File: config.mk
export PLATFORM = sky130hd
export DESIGN_NAME = laags_collect
export DESIGN_NICKNAME = d
export VERILOG_FILES = /design/src/rtl/core/laags_pkg.sv /design/src/rtl/core/laags_collect.sv
export SDC_FILE = /design/constraint.sdc
export NUM_CORES = 1
export LEC_CHECK = 0
export BUFFER_PORTS_ARGS = -buffer_cell sky130_fd_sc_hd__buf_4
export CAP_MARGIN = 0
export CELL_PAD_IN_SITES_DETAIL_PLACEMENT = 1
export CELL_PAD_IN_SITES_GLOBAL_PLACEMENT = 2
export CORE_ASPECT_RATIO = 0.5
export CORE_UTILIZATION = 18
export DETAILED_ROUTE_END_ITERATION = 8
export PLACE_DENSITY_LB_ADDON = 0.1
export SYNTH_ARGS = -nofsm -noshare
export SYNTH_HDL_FRONTEND = slang
export SYNTH_SLANG_ARGS = --single-unit
File: constraint.sdc
create_clock -name clk -period 6.8 [get_ports clk]
set_clock_uncertainty 0.05 [all_clocks]
set_input_delay 0 -clock clk [delete_from_list [all_inputs] [get_ports clk]]
set_output_delay 0 -clock clk [all_outputs]
set_load 0.01 [all_outputs]
File: src/rtl/core/laags_pkg.sv
// Shared types, widths and helpers for the local alignment affine gap scorer.
// Used by the cell, the collector and the top level; depends on nothing.
`default_nettype none

package laags_pkg;

  localparam int QUERY_MAX = 64;
  localparam int IDX_W     = (QUERY_MAX > 1) ? $clog2(QUERY_MAX) : 1;
  localparam int LEN_W     = $clog2(QUERY_MAX + 1);

  localparam int SYM_W   = 8;
  localparam int SCORE_W = 15;
  localparam int GAP_W   = 16;
  localparam int CALC_W  = 18;
  localparam int PEN_W   = 8;
  localparam int MIS_W   = 9;
  localparam int ADDR_W  = 4;
  localparam int DATA_W  = 32;

  localparam logic signed [CALC_W-1:0] SCORE_CAP = CALC_W'(32767);

  localparam logic [PEN_W-1:0] MATCH_RST    = 8'd10;
  localparam logic [MIS_W-1:0] MISMATCH_RST = 9'h1F1;
  localparam logic [PEN_W-1:0] GAP_OPEN_RST = 8'd40;
  localparam logic [PEN_W-1:0] GAP_EXT_RST  = 8'd7;

  localparam logic ACT_LOAD   = 1'b0;
  localparam logic ACT_STREAM = 1'b1;

  typedef enum logic [1:0] {
    REG_MATCH      = 2'd0,
    REG_MISMATCH   = 2'd1,
    REG_GAP_OPEN   = 2'd2,
    REG_GAP_EXTEND = 2'd3
  } reg_idx_t;

  typedef struct packed {
    logic [PEN_W-1:0] match;
    logic [MIS_W-1:0] mismatch;
    logic [PEN_W-1:0] open;
    logic [PEN_W-1:0] extend;
  } pen_t;

  typedef struct packed {
    logic             en;
    logic [IDX_W-1:0] idx;
    logic [SYM_W-1:0] sym;
  } qload_t;

  // One database column travelling down the chain.
  typedef struct packed {
    logic                    valid;
    logic [SYM_W-1:0]        sym;
    logic                    first_col;
    logic                    last;
    logic [LEN_W-1:0]        len;
    logic [SCORE_W-1:0]      up;
    logic signed [GAP_W-1:0] vgap;
    logic [SCORE_W-1:0]      diag;
    logic [SCORE_W-1:0]      best;
    logic                    sat;
  } wave_t;

  function automatic logic signed [CALC_W-1:0] smax(
    input logic signed [CALC_W-1:0] a,
    input logic signed [CALC_W-1:0] b
  );
    return (a > b) ? a : b;
  endfunction

endpackage

`default_nettype wire

File: src/rtl/core/laags_collect.sv
// Tail of the chain: folds column maxima into the alignment maximum and
// issues the result on a last column. Depends on laags_pkg.
`default_nettype none

module laags_collect
  import laags_pkg::*;
(
  input  wire logic         clk,
  input  wire logic         rst,
  input  wire wave_t        wave_in,
  output logic              done,
  output logic [SCORE_W-1:0] score,
  output logic              saturated
);

  logic [SCORE_W-1:0] best_acc, best_next;
  logic               sat_acc, sat_next;

  always_comb begin
    if (wave_in.first_col) begin
      best_next = wave_in.best;
      sat_next  = wave_in.sat;
    end else begin
      best_next = (wave_in.best > best_acc) ? wave_in.best : best_acc;
      sat_next  = sat_acc | wave_in.sat;
    end
  end

  always_ff @(posedge clk) begin
    if (rst) begin
      done <= 1'b0;
    end else begin
      done <= wave_in.valid && wave_in.last;
    end
    if (wave_in.valid) begin
      best_acc  <= best_next;
      sat_acc   <= sat_next;
      score     <= best_next;
      saturated <= sat_next;
    end
  end

endmodule

`default_nettype wire

After elaboration in Yosys (flattened, before gate mapping):

Index checks and enable logic that the tools add are counted.
W data, S select, Z words.

* bits in writable memories: 0
* register bits: 17
* memories kept: 0
* memory bits (read-only): 0
* latch bits: 0
* input bits: 82

* $lt $le $gt $ge: 1
* $mul: 0
* multiplexer cells: 3
* reduce and logical (&&, ||, !) cells: 3
* bitwise operators: 1
* divide/modulo/power cells: 0
* add/sub/neg operators: 0
* equality and inequality tests: 0
* shifts and indexed selects: 0

Operator list (count)
* $mux W15: 2
* $gt A15 B15 Y1: 1
* $reduce_and A2 Y1: 1
* $reduce_bool A2 Y1: 1
* $logic_and A1 B1 Y1: 1
* $mux W1: 1
* $or A1 B1 Y1: 1

Logic depth before layout (Yosys ltp):

* depth in word-level cells: 3
* mapped depth: 6

Worst setup path before layout:

No wires, ideal clock.

* path type: reg2reg
* start point: register best_acc[13] (netlist name)
* end point: register best_acc[0], enable pin
* library setup time: 413 ps
* stages on the path, launching flop included: 7
* slack: 3972 ps
* arrival time: 2365 ps
* data required time: 6337 ps
* path buffers: 0
* path through: edfxtp_1 -> inv_1 -> ha_1 -> nand3_2 -> nor3_2 -> o21ai_1 -> a221oi_1

RTL lines
* end signal: assignment: line laags_collect.sv:36 `best_acc <= best_next;`
* end: declaration: line laags_collect.sv:16 `logic [SCORE_W-1:0] best_acc, best_next;`

==> flow_summary.json <==
{
  "status": "finished, final reports clean",
  "critPathTopFamily": "buffers and inverters",
  "grt_pass1_wl_um": 3698,
  "wl_per_cell_um": 11.20,
  "min-delay-start": "wave_in[70]",
  "ctsResizeCount": 0,
  "slew_viol_final": 0,
  "tns_ps": 0,
  "core_area_mm2": 0.004637,
  "netlist.top_cell.by_area": "edfxtp_1",
  "synth_top_area_frac": 0.5232,
  "crit_fanout": 9,
  "cap_viol_max_count": 0,
  "hold_ws_ps": 107.8,
  "dp_slack_ps": 4161,
  "layout-drive-gt1-share": 0.3358,
  "cp_cell_sequence": "dlygate4sd3_1 -> buf_4 -> ha_1 -> nand3_2 -> nor3_2 -> o21ai_1 -> a221oi_2 -> buf_4",
  "rows": 17,
  "die_x_um": 103.0,
  "clkLatencyLatePin_ps": 250,
  "cts_buffers": 3,
  "syn_area_per_cell_um2": 12.08,
  "ctsRootBufferMaster": "clkbuf_8",
  "die-area_mm2": 0.005409,
  "grtUsageTotal": 0.09577,
  "ctsHtreeMaxLevel": 1,
  "post_cts_buffers": 0,
  "synthCells": 76,
  "finalNonFillerCells": 203,
  "synth.area.top_cells": "edfxtp_1, ha_1, inv_1, a21oi_1, dfxtp_1",
  "power_leakage_nw": 0.7009,
  "io_pins": 99,
  "place_area_mm2": 0.001292,
  "ys_seq_area_frac": 0.5450,
  "grt.overflow.total": 0,
  "period_minus_slack_ps": 2605,
  "arrival_ps": 2510,
  "min_period_over_period": 0.3831,
  "layout_setup_ws_ps": 4195,
  "start_util": 0.1981,
  "critical_path_class": "in -> reg",
  "synth_seq_cells": 17,
  "fin_nets": 235,
  "hold_class": "in -> reg",
  "power_density_mw_per_mm2": 172.6,
  "cp.required_ps": 6710,
  "r2r-start": "best_acc[14]",
  "antennaDiodeCount": 0,
  "grt_pass1_vias": 787,
  "peakVddDrop_uv": 60.86,
  "first_iter_violations": 14,
  "wirelength_um": 2274,
  "synth_fp_nets": 173,
  "syn_to_final_growth_pct": 66.35,
  "routabilityCongestion": 0.6362,
  "ys_types": 19,
  "tightest_slew_ps": 790.7,
  "fmax_mhz": 383.9,
  "relSlewSlack": 0.4728,
  "crit_start": "wave_in[14]",
  "cts_buffer_depth": 2,
  "dp.final_hpwl_um": 1766,
  "portBuffers": 37,
  "max_stage_delay_ps": 710,
  "ant_nets": 0,
  "drc_errors": 0,
  "yosys_warnings": 0,
  "netlist_area_um2": 918.4,
  "critPathLaunchType": "input port",
  "rsz0062_at_grt": "no",
  "cts_sinks": 17,
  "utilization": 0.3295,
  "grt_antenna_before_repair": 0,
  "setup_viol": 0,
  "die_h_um": 52.51,
  "critical_path_buf_inv_count": 3,
  "finalHoldViolCount": 0,
  "grt_start_max_net_pins": 10,
  "cts_tree": "done",
  "place_inst": 180,
  "dr_total_vias": 754,
  "path_clk_slew_ps": 70,
  "cp-end-kind": "flip-flop",
  "total_power_mw": 0.2636,
  "cpMostUsedCell": "buf_4",
  "crit_path_top_delay_cell": "a221oi_2",
  "firstDrtPassIters": 2,
  "via_per_inst": 3.714,
  "stdcell_area_mm2": 0.001528
}
==> flip-flops by register name, indices dropped and copies added (netlist names) <==
register / flops
sat_acc: 1
done: 1
best_acc: 15
==> worst paths after layout <==
path	slack, ps	end	depth (start not counted)
worst max-delay path	4200	best_acc[10]	8
worst min-delay path	110	sat_acc	3
worst min register to register	520	sat_acc	1
worst max register to register	4240	best_acc[10]	7
==> where the power goes <==
| group | internal (mW) | switching [mW] | total [mW] |
|---|---|---|---|
| clock | 0.0416 | 0.0361 | 0.0777 |
| combinational | 0.0332 | 0.0268 | 0.0600 |
| sequential | 0.123 | 0.00328 | 0.126 |
| total | 0.197 | 0.0661 | 0.264 |
==> synth_stat cells <==
cell type and number:
nand4_1 2, nand3b_1 1, nor2b_1 1, nor3_2 1, inv_1 17, a21o_1 1
nand3_1 1, a221oi_1 1, a21oi_1 6, o21ai_1 2, nand3_2 1, o21ai_0 1
nor2_1 4, ha_1 15, a2111oi_2 1, a211oi_2 1, nand2_1 3, dfxtp_1 1
edfxtp_1 16
==> cell type report <==
| class | count | area (um^2) |
|---|---|---|
| clock buffers | 4 | 45.04 |
| fillers | 548 | 3109 |
| inverters | 17 | 63.81 |
| multi-input cells | 42 | 360.3 |
| flip-flops and latches | 17 | 500.5 |
| well taps | 66 | 82.58 |
| repair buffers | 57 | 475.5 |
==> tightest hold or removal path, cell delays in order <==
cell	delay (ps)
buf_4	120
inv_1	80
a21o_1	110
==> cell usage in the layout (no fill, tap or decap), drive strengths merged, types with 3 or more instances in the layout <==
cell / n
buf: 38
dlygate4sd3: 19
inv: 17
edfxtp: 16
ha: 15
a21oi: 6
nor2: 4
clkbuf: 4
nand2: 3
o21ai: 3
==> layer usage <==
layer / GRT usage / vias to the layer above / routed length [um]
met5: 0 / - / 0
met4: 0.02817 / 0 / 27
met3: 0.03600 / 2 / 100
met2: 0.1556 / 17 / 1008
met1: 0.1188 / 345 / 1137
li1: - / 390 / -
==> kinds of logic (layout without fill, tap and decap cells) <==
logic type / after synthesis / count (layout) / synth area share
AOI/OAI and AO/OA: 13 / 13 / 0.09672
adders and majority gates: 15 / 15 / 0.2044
buffers and inverters: 17 / 78 / 0.06948
DFF: 17 / 17 / 0.5450
and+or+nand+nor: 14 / 14 / 0.08446
==> what timing repair did <==
item                                    4_1_cts  5_1_grt
endpoints found under the setup margin        0        0
hold buffers                                 19        0
endpoints found under the hold margin        18        0
No activity file was read; power rests on OpenSTA's default activity.
