### src/rtl/core/laags_pkg.sv
// Shared types, widths and helpers for the local alignment affine gap scorer.
// Used by the cell, the collector and the top level; depends on nothing.
`default_nettype none

package laags_pkg;

  localparam int QUERY_MAX = 64;
  localparam int IDX_W     = (QUERY_MAX > 1) ? $clog2(QUERY_MAX) : 1;
  localparam int LEN_W     = $clog2(QUERY_MAX + 1);

  localparam int SYM_W   = 8;
  localparam int SCORE_W = 15;
  localparam int GAP_W   = 16;
  localparam int CALC_W  = 18;
  localparam int PEN_W   = 8;
  localparam int MIS_W   = 9;
  localparam int ADDR_W  = 4;
  localparam int DATA_W  = 32;

  localparam logic signed [CALC_W-1:0] SCORE_CAP = CALC_W'(32767);

  localparam logic [PEN_W-1:0] MATCH_RST    = 8'd10;
  localparam logic [MIS_W-1:0] MISMATCH_RST = 9'h1F1;
  localparam logic [PEN_W-1:0] GAP_OPEN_RST = 8'd40;
  localparam logic [PEN_W-1:0] GAP_EXT_RST  = 8'd7;

  localparam logic ACT_LOAD   = 1'b0;
  localparam logic ACT_STREAM = 1'b1;

  typedef enum logic [1:0] {
    REG_MATCH      = 2'd0,
    REG_MISMATCH   = 2'd1,
    REG_GAP_OPEN   = 2'd2,
    REG_GAP_EXTEND = 2'd3
  } reg_idx_t;

  typedef struct packed {
    logic [PEN_W-1:0] match;
    logic [MIS_W-1:0] mismatch;
    logic [PEN_W-1:0] open;
    logic [PEN_W-1:0] extend;
  } pen_t;

  typedef struct packed {
    logic             en;
    logic [IDX_W-1:0] idx;
    logic [SYM_W-1:0] sym;
  } qload_t;

  // One database column travelling down the chain.
  typedef struct packed {
    logic                    valid;
    logic [SYM_W-1:0]        sym;
    logic                    first_col;
    logic                    last;
    logic [LEN_W-1:0]        len;
    logic [SCORE_W-1:0]      up;
    logic signed [GAP_W-1:0] vgap;
    logic [SCORE_W-1:0]      diag;
    logic [SCORE_W-1:0]      best;
    logic                    sat;
  } wave_t;

  function automatic logic signed [CALC_W-1:0] smax(
    input logic signed [CALC_W-1:0] a,
    input logic signed [CALC_W-1:0] b
  );
    return (a > b) ? a : b;
  endfunction

endpackage

`default_nettype wire

### src/rtl/core/laags_cell.sv
// One query row of the scoring chain: holds the row's symbol, last cell score
// and row gap score. Depends on laags_pkg.
`default_nettype none

module laags_cell
  import laags_pkg::*;
(
  input  wire logic             clk,
  input  wire logic             rst,
  input  wire logic [IDX_W-1:0] cell_idx,
  input  wire pen_t             pen,
  input  wire qload_t           qload,
  input  wire wave_t            wave_in,
  output wave_t                 wave_out
);

  logic [SYM_W-1:0]        q_sym;
  logic [SCORE_W-1:0]      h_reg;
  logic signed [GAP_W-1:0] f_reg;

  logic                     active;
  logic signed [CALC_W-1:0] open_s, ext_s, oe_s, sub_s;
  logic signed [CALC_W-1:0] prev_h, prev_f, v_s, f_s, h_s;
  logic                     clamp;
  wave_t                    wave_next;

  assign active = wave_in.valid && (LEN_W'(cell_idx) < wave_in.len);

  always_comb begin
    open_s = $signed({{(CALC_W-PEN_W){1'b0}}, pen.open});
    ext_s  = $signed({{(CALC_W-PEN_W){1'b0}}, pen.extend});
    oe_s   = open_s + ext_s;
    sub_s  = (q_sym == wave_in.sym) ? $signed({{(CALC_W-PEN_W){1'b0}}, pen.match})
                                    : $signed({{(CALC_W-MIS_W){pen.mismatch[MIS_W-1]}},
                                               pen.mismatch});
    // A first column sees the cleared row state.
    prev_h = wave_in.first_col ? '0 : $signed({{(CALC_W-SCORE_W){1'b0}}, h_reg});
    prev_f = wave_in.first_col ? -open_s
                               : $signed({{(CALC_W-GAP_W){f_reg[GAP_W-1]}}, f_reg});
    v_s = smax($signed({{(CALC_W-GAP_W){wave_in.vgap[GAP_W-1]}}, wave_in.vgap}) - ext_s,
               $signed({{(CALC_W-SCORE_W){1'b0}}, wave_in.up}) - oe_s);
    f_s = smax(prev_f - ext_s, prev_h - oe_s);
    h_s = smax($signed({{(CALC_W-SCORE_W){1'b0}}, wave_in.diag}) + sub_s, '0);
    h_s = smax(h_s, v_s);
    h_s = smax(h_s, f_s);
    clamp = (h_s > SCORE_CAP);
    if (clamp) begin
      h_s = SCORE_CAP;
    end

    wave_next = wave_in;
    if (active) begin
      wave_next.up   = h_s[SCORE_W-1:0];
      wave_next.vgap = v_s[GAP_W-1:0];
      wave_next.diag = prev_h[SCORE_W-1:0];
      wave_next.best = (h_s[SCORE_W-1:0] > wave_in.best) ? h_s[SCORE_W-1:0] : wave_in.best;
      wave_next.sat  = wave_in.sat | clamp;
    end
  end

  always_ff @(posedge clk) begin
    if (qload.en && (qload.idx == cell_idx)) begin
      q_sym <= qload.sym;
    end
    if (active) begin
      h_reg <= h_s[SCORE_W-1:0];
      f_reg <= f_s[GAP_W-1:0];
    end
  end

  always_ff @(posedge clk) begin
    if (rst) begin
      wave_out.valid <= 1'b0;
    end else begin
      wave_out.valid <= wave_next.valid;
    end
    wave_out.sym       <= wave_next.sym;
    wave_out.first_col <= wave_next.first_col;
    wave_out.last      <= wave_next.last;
    wave_out.len       <= wave_next.len;
    wave_out.up        <= wave_next.up;
    wave_out.vgap      <= wave_next.vgap;
    wave_out.diag      <= wave_next.diag;
    wave_out.best      <= wave_next.best;
    wave_out.sat       <= wave_next.sat;
  end

endmodule

`default_nettype wire

### config.mk
export PLATFORM = sky130hd
export DESIGN_NAME = laags_cell
export DESIGN_NICKNAME = d
export VERILOG_FILES = /design/src/rtl/core/laags_pkg.sv /design/src/rtl/core/laags_cell.sv
export SDC_FILE = /design/constraint.sdc
export NUM_CORES = 1
export LEC_CHECK = 0
export ABC_AREA = 1
export BUFFER_PORTS_ARGS = -buffer_cell sky130_fd_sc_hd__buf_2
export CELL_PAD_IN_SITES_DETAIL_PLACEMENT = 0
export CELL_PAD_IN_SITES_GLOBAL_PLACEMENT = 1
export CORE_MARGIN = 4
export CORE_UTILIZATION = 40
export DETAILED_ROUTE_END_ITERATION = 10
export PLACE_DENSITY = 0.93
export SLEW_MARGIN = 20
export SYNTH_ARGS = -nofsm -noshare
export SYNTH_HDL_FRONTEND = slang
export SYNTH_SLANG_ARGS = --single-unit
### constraint.sdc
create_clock -name clk -period 16.19 [get_ports clk]
set_input_delay 1.619 -clock clk [delete_from_list [all_inputs] [get_ports clk]]
set_output_delay 1.619 -clock clk [all_outputs]
set_load 0.03 [all_outputs]
Yosys cells after proc, flatten, opt, wreduce, memory -nomap -nowiden

Index checks and enable logic that the tools add are counted.

Memories: 0
Register bits: 119
Output and inout port bits: 80
Bits in latches: 0
Logic and storage cells: 44
RAM bits: 0
Input bits: 136
Bits in read-only memories: 0

Add/sub/neg operators: 7
Bitwise logic cells: 1
Reductions and logical operators: 2
Eq/ne operators: 2
Multiplexer cells: 11
Shift operators: 0
Div/mod/pow operators: 0
$lt $le $gt $ge: 8
$mul: 0

Operator list:

| operator             | count |
|---|---|
| $mux 18              | 7 |
| $mux 62              | 1 |
| $mux 15              | 3 |
| $gt 18x18->1         | 2 |
| $sub 15x9->16        | 2 |
| $add 16x18->18       | 1 |
| $gt 18x1->1 const B  | 1 |
| $gt 18x16->1         | 1 |
| $gt 18x16->1 const B | 1 |
| $neg 8->18           | 1 |
| $sub 18x9->18        | 1 |
| $gt 17x16->1         | 1 |
| $sub 16x9->17        | 1 |
| $gt 15x15->1         | 1 |
| $add 8x8->9          | 1 |
| $eq 8x8->1           | 1 |
| $lt 6x7->1           | 1 |
| $eq 6x6->1           | 1 |
| $logic_and 1x1->1    | 2 |
| $or 1x1->1           | 1 |

Longest topological paths before layout

Gate-level depths: netlist of the first run.

Depth in word-level cells: 14
Depth in mapped cells: 82
Depth with buffers taken out: 79

Worst setup path after synthesis of the first run

OpenSTA, ideal clock, no wires.

Path kind: input-to-reg
From: input port wave_in[78] (netlist bit)
To: register wave_out[10] (netlist bit)
Data arrival time: 11155 ps
Buffers on the path: 5
Data required time: 16081 ps
Setup time: 109 ps
Path slack: 4926 ps
Stages: 67
Cells stage by stage: or2_2 a221oi_1 nand2_1 mux2_2 ha_1 fa_1 nand3_1 nand2_1 nand2_1 nand3_1 a31oi_1 o21ai_0 a21boi_0 o21ai_0 xor2_1 nor2_1 nand4_1 buf_2 [31 not listed] clkbuf_1 o21ai_0 nand2_4 ha_1 nand2_1 o21ai_0 a21oi_1 o21bai_1 a21oi_1 o21ai_0 a21oi_1 o311ai_0 nand2_1 inv_1 clkbuf_1 nand3_1 nand2_1 inv_1

RTL lines:

| what            | RTL line         | text |
|---|---|---|
| start, declared | laags_cell.sv:13 | `input wire wave_t wave_in,` |
| end, declared   | laags_cell.sv:14 | `output wave_t wave_out` |

==> results.tsv, run 1 <==
stage	metric	value	unit
place	dpl.hpwl	30500	um
finish	largest_register_ffs	80	
status	outcome	finished, final reports clean	
detailed_routing	drtIter0Drc	869	
sta	fin_tns_setup	0	ps
clock_network	clockBufferDepth	2	
logic_synthesis	yosys-top-cells-area	ha_1 16%, dfxtp_1 15%, nand2_1 14%, edfxtp_1 11%, inv_1 7.7%	
clock_network	cts-root-buf	clkbuf_16	
finish	diodes	0	
setup_path	cp.depth	66	
logic_synthesis	synthCells	1558	
hold_path	hold_class	flip-flop to flip-flop	
logic_synthesis	synth-edff-count	39	
setup_path	startpoint_type	input port	
logic_synthesis	synth_top_cells_by_count	412 x nand2_1, 226 x inv_1, 141 x ha_1, 104 x nand3_1, 80 x dfxtp_1	
logic_synthesis	synth.top_cell.area_share	16.0	%
logic_synthesis	synthArstFlopShare	0	%
pwr	power_density	240	nW/um^2
place	finalWeightedCongestion	0.982	
finish	finalNonFillerCells	2114	
sta	period_minus_slack	14170	ps
pwr	comb_power_share	70.5	%
sta	slew_violations	0	
floorplanning	io_pins	216	
logic_synthesis	synth_compound_area_share	11.0	%
sta	finalHoldViolations	0	
logic_synthesis	yosys.area_share.simple	31.2	%
sta	period_share	87.5	%
logic_synthesis	synth.most_common_cell	nand2_1	
finish	nets	2043	
setup_path	critical_path_class	input port to flip-flop	
finish	finalInstanceArea	13000	um^2
place	portBuffers	215	
clock_network	cts.sinks	119	
flow_run	cap_violations	0	
clock_network	path_clk_slew	60	ps
setup_path	worstPathMaxFanout	31	
sta	worst_pin_slew	897	ps
place	placedInstanceArea	12400	um^2
global_route	grt_pass1_vias	10700	
setup_path	crit_path_end_kind	flip-flop	
hold_path	whs_path_depth	2	
setup_path	cp_common_cell	nand2_1	
sta	maxSlewHeadroom	40.1	%
pwr	netSwitchingPower	0.00172	W
pwr	ir_drop	0.173	mV
global_route	overflow	0	
logic_synthesis	synth_seq_area_share	25.2	%
finish	area_growth	18.0	%
floorplanning	initial_utilization	40.7	%
setup_path	rr_worst_depth	65	
pwr	clockPowerShare	13.7	%
clock_network	clock_latency	430	ps
place	dp.cells	2082	
detailed_routing	dr.pass1.iters	5	
logic_synthesis	synth.area.mux_share	0.818	%
detailed_routing	totalWireLength	36600	um
setup_path	critPathBufInv	8	
logic_synthesis	synth_area	11000	um^2
sta	rsz0062_at_grt	false	
global_route	grt_usage	23.4	%
logic_synthesis	yosys.cell_types.count	63	
global_route	grt_start_max_net_pins	72	
setup_path	critPathTopFamily	simple AND/OR/NAND/NOR gates	
sta	fmax	70.6	MHz
logic_synthesis	synth_top_family_by_area	simple AND/OR/NAND/NOR gates	
logic_synthesis	synth-xor-area-share	5.09	%
clock_network	hold_buffers	0	
logic_synthesis	synth.avg_cell_area	7.07	um^2
sta	setup_viol	0	
pwr	internal-power	0.00139	W
detailed_routing	drtAntennaViolNets	0	
logic_synthesis	synthAdderAreaFrac	17.1	%
logic_synthesis	synth-seq-cells	119	
clock_network	post_cts_resized	0	
clock_network	htreeDepth	4	
logic_synthesis	ys_warn_count	0	
detailed_routing	wl_per_cell	17.3	um
clock_network	cts_setup_buffers	0	
sta	whs	665	ps
floorplanning	core_area	27000	um^2
detailed_routing	dr_total_vias	11100	
pwr	p_leak	7.05	nW
detailed_routing	vias_per_cell	5.24	
pwr	swShare	55.3	%
floorplanning	dieArea	30200	um^2
setup_path	critPathSlowestCell	inv_1	
setup_path	crit_arrival	14490	ps
detailed_routing	drc_errors	0	
logic_synthesis	synth_largest_area_cell	ha_1	
logic_synthesis	synth_nets	1841	
sta	finClkSkew	11.6	ps
finish	layout-drive-gt1-share	19.1	%
setup_path	slowest_delay	670	ps
floorplanning	placementRows	60	
pwr	seqPwrFrac	15.8	%
floorplanning	die_h	174	um
global_route	grt_pass1_wl	56500	um
clock_network	cts_tree	built	
floorplanning	die_x	174	um
global_route	antenna_found_initial	0	
clock_network	numCtsBuffers	17	
setup_path	required	16510	ps
logic_synthesis	ys.flop_type	dfxtp_1	
==> cell families after synthesis <==
family,after synthesis
AOI/OAI and AO/OA,212
xor gates and xnor gates,64
adders and majority gates,147
buffers and inverters,265
DFF,119
muxes,8
other,1
and+or+nand+nor,742
==> worst paths after layout <==
path / endpoint / startpoint / slack (ps)
worst min-delay path: wave_out[23]$_DFF_P_ / h_reg[7]$_DFFE_PP_ / 670
worst min register to register: wave_out[23]$_DFF_P_ / h_reg[7]$_DFFE_PP_ / 670
worst max register to register: wave_out[3]$_DFF_P_ / q_sym[0]$_DFFE_PP_ / 2930
worst max-delay path: wave_out[3]$_DFF_P_ / wave_in[71] / 2020
==> tightest hold or removal path: stages (launching register included) <==
cell,delay [ps]
edfxtp_1,320
nand2_1,120
o21ai_0,190
==> cell usage in the layout (no fill, tap or decap), types with 3 or more instances in the layout <==
cell | netlist | routed
inv_6 | 0 | 9
inv_1 | 226 | 225
a21o_1 | 3 | 3
nor2_2 | 5 | 5
nand3_2 | 16 | 17
nor2_1 | 79 | 79
nand2_2 | 15 | 15
edfxtp_1 | 39 | 39
nor4_1 | 7 | 7
nand2_1 | 412 | 412
o21ai_2 | 3 | 3
dfxtp_1 | 80 | 80
nand3_1 | 104 | 103
mux2_2 | 8 | 8
o21ai_0 | 73 | 73
nand4_1 | 51 | 51
nand2_4 | 12 | 12
nor3_1 | 12 | 12
inv_2 | 4 | 4
or2_2 | 13 | 13
clkbuf_16 | 0 | 17
xor2_1 | 47 | 47
xnor2_1 | 17 | 17
fa_1 | 6 | 6
clkinv_1 | 1 | 3
buf_2 | 7 | 215
o21bai_1 | 10 | 10
bufinv_16 | 0 | 4
a211oi_1 | 4 | 4
and2_1 | 4 | 4
a21oi_2 | 3 | 3
ha_1 | 141 | 141
a21oi_1 | 74 | 74
o21ai_1 | 19 | 19
==> through the flow <==
step	util [%]	power (W)	setup slack, ps
final	48.1	0.00312	2020
after global routing	48.1	0.00337	694
after detailed placement	45.7	0.00264	1880
after global placement	45.7	0.00261	2380
after CTS	48.1	0.00309	2290
after floorplan	-	0.00210	4930
==> power by group through the flow <==
| stage | Clock (W) | Combinational [W] | Sequential [W] |
|---|---|---|---|
| 6_report | 0.000427 | 0.00220 | 0.000493 |
| 5_1_grt | 0.000447 | 0.00242 | 0.000502 |
| 4_1_cts | 0.000432 | 0.00216 | 0.000494 |
| 3_5_place_dp | 0 | 0.00214 | 0.000500 |
| 3_3_place_gp | 0 | 0.00211 | 0.000499 |
| 2_1_floorplan | 0 | 0.00150 | 0.000608 |
==> metal layers <==
layer,track usage (%),share of wire (%)
met1,31.0,44
met3,3.33,6.4
met2,39.3,47
met4,8.05,3.2
met5,0,0
==> final cells by class <==
type,count,area (um^2)
Timing Repair Buffer,217,1090
Inverter,231,867
Clock inverter,15,211
Clock buffer,17,425
Fill cell,2724,14000
Tap cell,341,427
Multi-Input combinational cell,1174,7200
Sequential cell,119,2770
Note: power is estimated with default switching activity, not from simulation.
==> run 2, diff against run 1 <==
--- a/config.mk
+++ b/config.mk
@@ -9,10 +9,13 @@
 export BUFFER_PORTS_ARGS = -buffer_cell sky130_fd_sc_hd__buf_2
 export CELL_PAD_IN_SITES_DETAIL_PLACEMENT = 0
 export CELL_PAD_IN_SITES_GLOBAL_PLACEMENT = 1
+export CORE_ASPECT_RATIO = 0.9
 export CORE_MARGIN = 4
 export CORE_UTILIZATION = 40
+export CTS_BUF_LIST = sky130_fd_sc_hd__clkbuf_8
 export DETAILED_ROUTE_END_ITERATION = 10
 export PLACE_DENSITY = 0.93
+export REMOVE_ABC_BUFFERS = 1
 export SLEW_MARGIN = 20
 export SYNTH_ARGS = -nofsm -noshare
 export SYNTH_HDL_FRONTEND = slang
==> run 2 against run 1 <==
  * Clock skew grew 7.7 ps
  * Sequential cell count is the same
  * Total power shrank 5.1%
  * Final cell count grew 0.66%
  * Worst setup slack lost 500 ps
  * Maximum frequency shrank 3.4%
  * Die area is essentially flat
  * Highest routed layer unchanged
==> results.tsv, run 2 (synthesis gave the netlist of run 1 again) <==
stage	metric	value	unit	change
finish	nets	2044		+0.049%
setup_path	critPathSlowestCell	or2_1		
floorplanning	core_area	27000	um^2	about the same
clock_network	cts_tree	built		
floorplanning	initial_utilization	40.7	%	about the same
finish	finalNonFillerCells	2128		+0.66%
status	outcome	finished, final reports clean		
clock_network	path_clk_slew	80	ps	+20 ps
flow_run	cap_violations	0		unchanged
global_route	overflow	0		unchanged
setup_path	startpoint_type	input port		
floorplanning	placementRows	57		-5.0%
place	finalWeightedCongestion	0.923		-5.9%
sta	slew_violations	0		unchanged
global_route	antenna_found_initial	0		unchanged
setup_path	crit_arrival	15040	ps	+550 ps
place	portBuffers	215		unchanged
detailed_routing	drtAntennaViolNets	0		unchanged
detailed_routing	vias_per_cell	5.23		-0.16%
finish	layout-drive-gt1-share	19.2	%	+0.10 points
sta	setup_slack	1520	ps	-498 ps
sta	fmax	68.2	MHz	-3.4%
pwr	p_leak	6.93	nW	-1.6%
detailed_routing	totalWireLength	38300	um	+4.7%
finish	fill_cells	2763		+1.4%
sta	finalHoldViolations	0		unchanged
floorplanning	io_pins	216		unchanged
setup_path	cp_common_cell	nand2_1		
setup_path	crit_path_end_kind	flip-flop		
sta	finClkSkew	19.3	ps	+7.68 ps
place	dpl.hpwl	32000	um	+5.0%
hold_path	hold_class	flip-flop to flip-flop		
finish	largest_register_ffs	80		unchanged
sta	setup_viol	0		unchanged
clock_network	numCtsBuffers	17		unchanged
setup_path	critical_path_class	input port to flip-flop		
setup_path	slowest_delay	550	ps	-120 ps
sta	period_minus_slack	14670	ps	+498 ps
global_route	grt_usage	24.9	%	+1.4 points
finish	multiInputGateArea	7200	um^2	about the same
sta	worst_pin_slew	803	ps	-94.3 ps
place	dp.cells	2096		+0.67%
sta	maxSlewHeadroom	46.4	%	+6.2 points
clock_network	cts.sinks	119		unchanged
finish	regArea	2770	um^2	unchanged
clock_network	cts_setup_buffers	0		unchanged
setup_path	worstPathMaxFanout	31		unchanged
sta	whs	633	ps	-32.1 ps
sta	fin_tns_setup	0	ps	unchanged
clock_network	cts-root-buf	clkbuf_8		
finish	final_cell_mix	411 x nand2_1, 226 x inv_1, 215 x buf_2		
pwr	power.total	0.00296	W	-5.1%
floorplanning	dieArea	30200	um^2	about the same
sta	rsz0062_at_grt	false		
detailed_routing	dr_total_vias	11100		+0.50%
detailed_routing	drtIter0Drc	976		+12%
finish	area_growth	16.0	%	
global_route	grt_pass1_vias	10600		-0.60%
clock_network	htreeDepth	4		unchanged
detailed_routing	wl_per_cell	18.0	um	+4.0%
global_route	grt_start_max_net_pins	62		-14%
global_route	grt_pass1_wl	58300	um	+3.1%
setup_path	critPathBufInv	8		unchanged
floorplanning	die_h	165	um	-4.9%
place	place_ws	1020	ps	-859 ps
detailed_routing	dr.pass1.iters	6		+1
clock_network	clockBufferDepth	2		unchanged
floorplanning	die_x	183	um	+5.2%
pwr	power_density	231	nW/um^2	-3.5%
clock_network	clock_latency	470	ps	+40 ps
setup_path	critPathTopFamily	simple AND/OR/NAND/NOR gates		
finish	diodes	0		unchanged
pwr	ir_drop	0.194	mV	+12%
sta	period_share	90.6	%	+3.1 points
setup_path	required	16550	ps	+40 ps
finish	final_common_cell	nand2_1		
detailed_routing	drc_errors	0		unchanged
run 2: cell count changes in the layout (fill, tap and decap cells not counted), moves of 2 or more:
| cell | change |
|---|---|
| bufinv_16 | -2 |
| clkinv_4 | +2 |
| clkbuf_16 | -17 |
| clkinvlp_4 | +4 |
| inv_6 | -8 |
| clkbuf_8 | +18 |
| clkinv_2 | +3 |
run 2: where the power goes:
part / total [W] / switching [W] / internal [W]
clock: 0.000280 / 0.000141 / 0.000139
combinational: 0.00218 / 0.00151 / 0.000669
sequential: 0.000494 / 0.0000265 / 0.000468
run 2: path summary, 6_finish.rpt:
check                                   startpoint                   end  slack (ps)  depth (start not counted)
worst max-delay path                   wave_in[78]   wave_out[3]$_DFF_P_        1520                         66
worst min-delay path            h_reg[3]$_DFFE_PP_  wave_out[19]$_DFF_P_         630                          4
worst max register to register  q_sym[0]$_DFFE_PP_   wave_out[3]$_DFF_P_        2400                         65
worst min register to register  h_reg[3]$_DFFE_PP_  wave_out[19]$_DFF_P_         630                          4
run 2: metal layers:
| layer | part of all wire, % | vias up | track usage, % |
|---|---|---|---|
| met5 | 0 | - | 0 |
| met3 | 7.6 | 66 | 4.66 |
| li1 | - | 5562 | - |
| met4 | 3.6 | 0 | 9.88 |
| met2 | 44 | 422 | 39.9 |
| met1 | 45 | 5081 | 33.2 |
run 2: per-stage QoR:
step	instance area [um^2]	util, %
2_1_floorplan	10800	-
3_3_place_gp	12400	45.8
3_5_place_dp	12400	45.8
4_1_cts	12800	47.2
5_1_grt	12800	47.3
6_report	12800	47.3
run 2: worst min-delay path, cell delays in order (launching register included):
cell and delay [ps]:
edfxtp_1 370, inv_1 60, nor2_1 50, nand2_1 60
nand2_1 40
run 2: layout make-up:
class,count,share of cell area (%)
flip-flops and latches,119,21.7
repair buffers,218,8.60
well taps,354,3.47
multi-input cells,1174,56.4
inverters,231,6.85
clock buffers,18,1.94
clock inverters,14,1.07
run 2: repair_timing:
item,4_1_cts,5_1_grt
endpoints found under the setup margin,0,15
hold buffers,0,0
gates resized for setup,0,3
==> run 3, diff against run 2 <==
--- a/config.mk
+++ b/config.mk
@@ -14,7 +14,9 @@
 export CORE_UTILIZATION = 40
 export CTS_BUF_LIST = sky130_fd_sc_hd__clkbuf_8
 export DETAILED_ROUTE_END_ITERATION = 10
+export MAX_ROUTING_LAYER = met4
 export PLACE_DENSITY = 0.93
+export RECOVER_POWER = 50
 export REMOVE_ABC_BUFFERS = 1
 export SLEW_MARGIN = 20
 export SYNTH_ARGS = -nofsm -noshare
==> run 3 against run 2 <==
  * Sequential power about the same
  * Register-to-register slack got worse by 140 ps
  * Combinational power about the same
  * Clock power increased by 20%
  * Final cell count about the same
  * Global-route usage increased by 0.71 points
  * Sequential cell count unchanged
  * First-iteration DRC count increased by 7.2%
  * Worst setup slack got worse by 140 ps
  * Routed wire length about the same
  * Worst hold slack got worse by 25 ps
  * Critical endpoint is now wave_out[6]$_DFF_P_
==> results.tsv, run 3 (synthesis gave the netlist of run 1 again) <==
stage	metric	value	unit	change
status	outcome	finished, final reports clean		
setup_path	crit_path_end_kind	flip-flop		
setup_path	critical_path_class	input port to flip-flop		
setup_path	slowest_delay	540	ps	about the same
setup_path	startpoint_type	input port		
global_route	grt_pass1_wl	58200	um	-0.22%
clock_network	cts-root-buf	clkbuf_8		
place	portBuffers	215		unchanged
finish	layout-drive-gt1-share	13.9	%	-5.3 points
sta	setup_viol	0		unchanged
clock_network	hold_buffers	0		unchanged
detailed_routing	drtAntennaViolNets	0		unchanged
setup_path	worstPathMaxFanout	31		unchanged
setup_path	critPathSlowestCell	inv_1		
global_route	grt_pass1_vias	10500		-1.4%
detailed_routing	drc_errors	0		unchanged
detailed_routing	vias_per_cell	5.18		-1.0%
clock_network	cts_tree	built		
clock_network	htreeDepth	4		unchanged
setup_path	r2r_slack	2260	ps	-140 ps
sta	period_minus_slack	14810	ps	+138 ps
finish	final_common_cell	nand2_1		
sta	finalHoldViolations	0		unchanged
floorplanning	die_x	183	um	unchanged
finish	finalInstanceArea	12700	um^2	-0.34%
floorplanning	die_h	165	um	unchanged
finish	largest_register_ffs	80		unchanged
place	finalWeightedCongestion	0.948		+2.7%
hold_path	hold_class	flip-flop to flip-flop		
sta	slew_violations	0		unchanged
detailed_routing	drtIter0Drc	1046		+7.2%
clock_network	numCtsBuffers	17		unchanged
sta	fin_tns_setup	0	ps	unchanged
place	place_ws	1020	ps	-2.60 ps
sta	rsz0062_at_grt	false		
finish	nets	2044		unchanged
pwr	power_density	236	nW/um^2	+2.0%
detailed_routing	dr_total_vias	11000		-0.99%
finish	final_cell_mix	412 x nand2_1, 225 x inv_1, 141 x ha_1		
flow_run	cap_violations	0		unchanged
sta	maxSlewHeadroom	9.82	%	-37 points
clock_network	clock_latency	480	ps	about the same
place	placedInstanceArea	12400	um^2	unchanged
finish	area_growth	15.6	%	
setup_path	required	16550	ps	about the same
pwr	p_leak	6.70	nW	-3.3%
sta	worst_pin_slew	1350	ps	+550 ps
place	dp.cells	2096		unchanged
sta	period_share	91.5	%	+0.85 points
global_route	grt_usage	25.6	%	+0.71 points
global_route	grt_start_max_net_pins	74		+19%
sta	finClkSkew	23.8	ps	+4.53 ps
clock_network	cts.sinks	119		unchanged
detailed_routing	dr.pass1.iters	6		unchanged
global_route	antenna_found_initial	1		+1
floorplanning	dieArea	30200	um^2	unchanged
sta	fmax	67.5	MHz	-0.93%
sta	setup_slack	1380	ps	-138 ps
detailed_routing	totalWireLength	38300	um	about the same
place	dpl.hpwl	32100	um	+0.17%
setup_path	cp_common_cell	nand2_1		
detailed_routing	wl_per_cell	18.0	um	about the same
clock_network	clockBufferDepth	2		unchanged
floorplanning	core_area	27000	um^2	unchanged
sta	whs	608	ps	-25.0 ps
finish	finalNonFillerCells	2129		+0.047%
floorplanning	initial_utilization	40.7	%	unchanged
pwr	ir_drop	0.181	mV	-6.7%
finish	fill_cells	2843		+2.9%
clock_network	path_clk_slew	90	ps	about the same
global_route	overflow	0		unchanged
setup_path	crit_arrival	15170	ps	+130 ps
floorplanning	io_pins	216		unchanged
floorplanning	placementRows	57		unchanged
run 3: cell types whose count changed in the layout (fill, tap and decap cells not counted), moves of 2 or more:
cell | before | now
clkinv_2 | 3 | 1
clkinv_4 | 3 | 5
clkbuf_1 | 0 | 94
bufinv_16 | 2 | 5
buf_2 | 215 | 121
clkinvlp_4 | 4 | 2
run 3: worst max-delay path, delay by kind of cell:
kind | cells | cell delay (ps)
multiplexers | 1 | 520
adder cells (fa/ha/maj) | 4 | 1150
AO/OA/AOI/OAI | 22 | 3290
XOR/XNOR | 1 | 150
buffers and inverters | 7 | 1880
AND/OR/NAND/NOR | 30 | 6500
run 3: routing by layer:
| layer | vias to the layer above | routed length [um] | global-route usage, % |
|---|---|---|---|
| met5 | - | 0 | - |
| met1 | 5023 | 17500 | 34.2 |
| met3 | 50 | 2540 | 3.57 |
| met2 | 377 | 17300 | 40.8 |
| met4 | 0 | 1010 | 7.28 |
| li1 | 5571 | - | - |
run 3: path summary, 6_finish.rpt:
| check | from | endpoint | cells after the start |
|---|---|---|---|
| setup / recovery | wave_in[78] | wave_out[6]$_DFF_P_ | 65 |
| hold / removal | h_reg[6]$_DFFE_PP_ | wave_out[22]$_DFF_P_ | 4 |
| setup reg to reg | q_sym[7]$_DFFE_PP_ | wave_out[6]$_DFF_P_ | 64 |
| hold reg to reg | h_reg[6]$_DFFE_PP_ | wave_out[22]$_DFF_P_ | 4 |
run 3: timing repair:
action | CTS | global route
resized for setup | 0 | 1
setup buffers | 0 | 0
hold endpoints to repair | 0 | 0
setup endpoints to repair | 0 | 15
run 3: power breakdown:
part | switching (W) | total [W] | internal [W]
Clock | 0.000150 | 0.000335 | 0.000185
Combinational | 0.00152 | 0.00217 | 0.000652
Sequential | 0.0000273 | 0.000495 | 0.000468
Total | 0.00170 | 0.00300 | 0.00130
run 3: area by class of cell:
cell class              count  area, um^2  share of cell area (%)
repair buffers            218         981                    7.71
inverters                 231         871                    6.84
well taps                 354         443                    3.48
clock inverters            15         228                    1.79
flip-flops and latches    119        2770                    21.8
clock buffers              17         234                    1.84
multi-input cells        1174        7200                    56.5
diodes                      1        2.50                  0.0197
run 3: per-stage QoR:
stage | total power (W) | util, %
after floorplan | 0.00201 | -
after global placement | 0.00261 | 45.8
after detailed placement | 0.00265 | 45.8
after CTS | 0.00299 | 47.5
after global routing | 0.00328 | 47.1
final | 0.00300 | 47.1
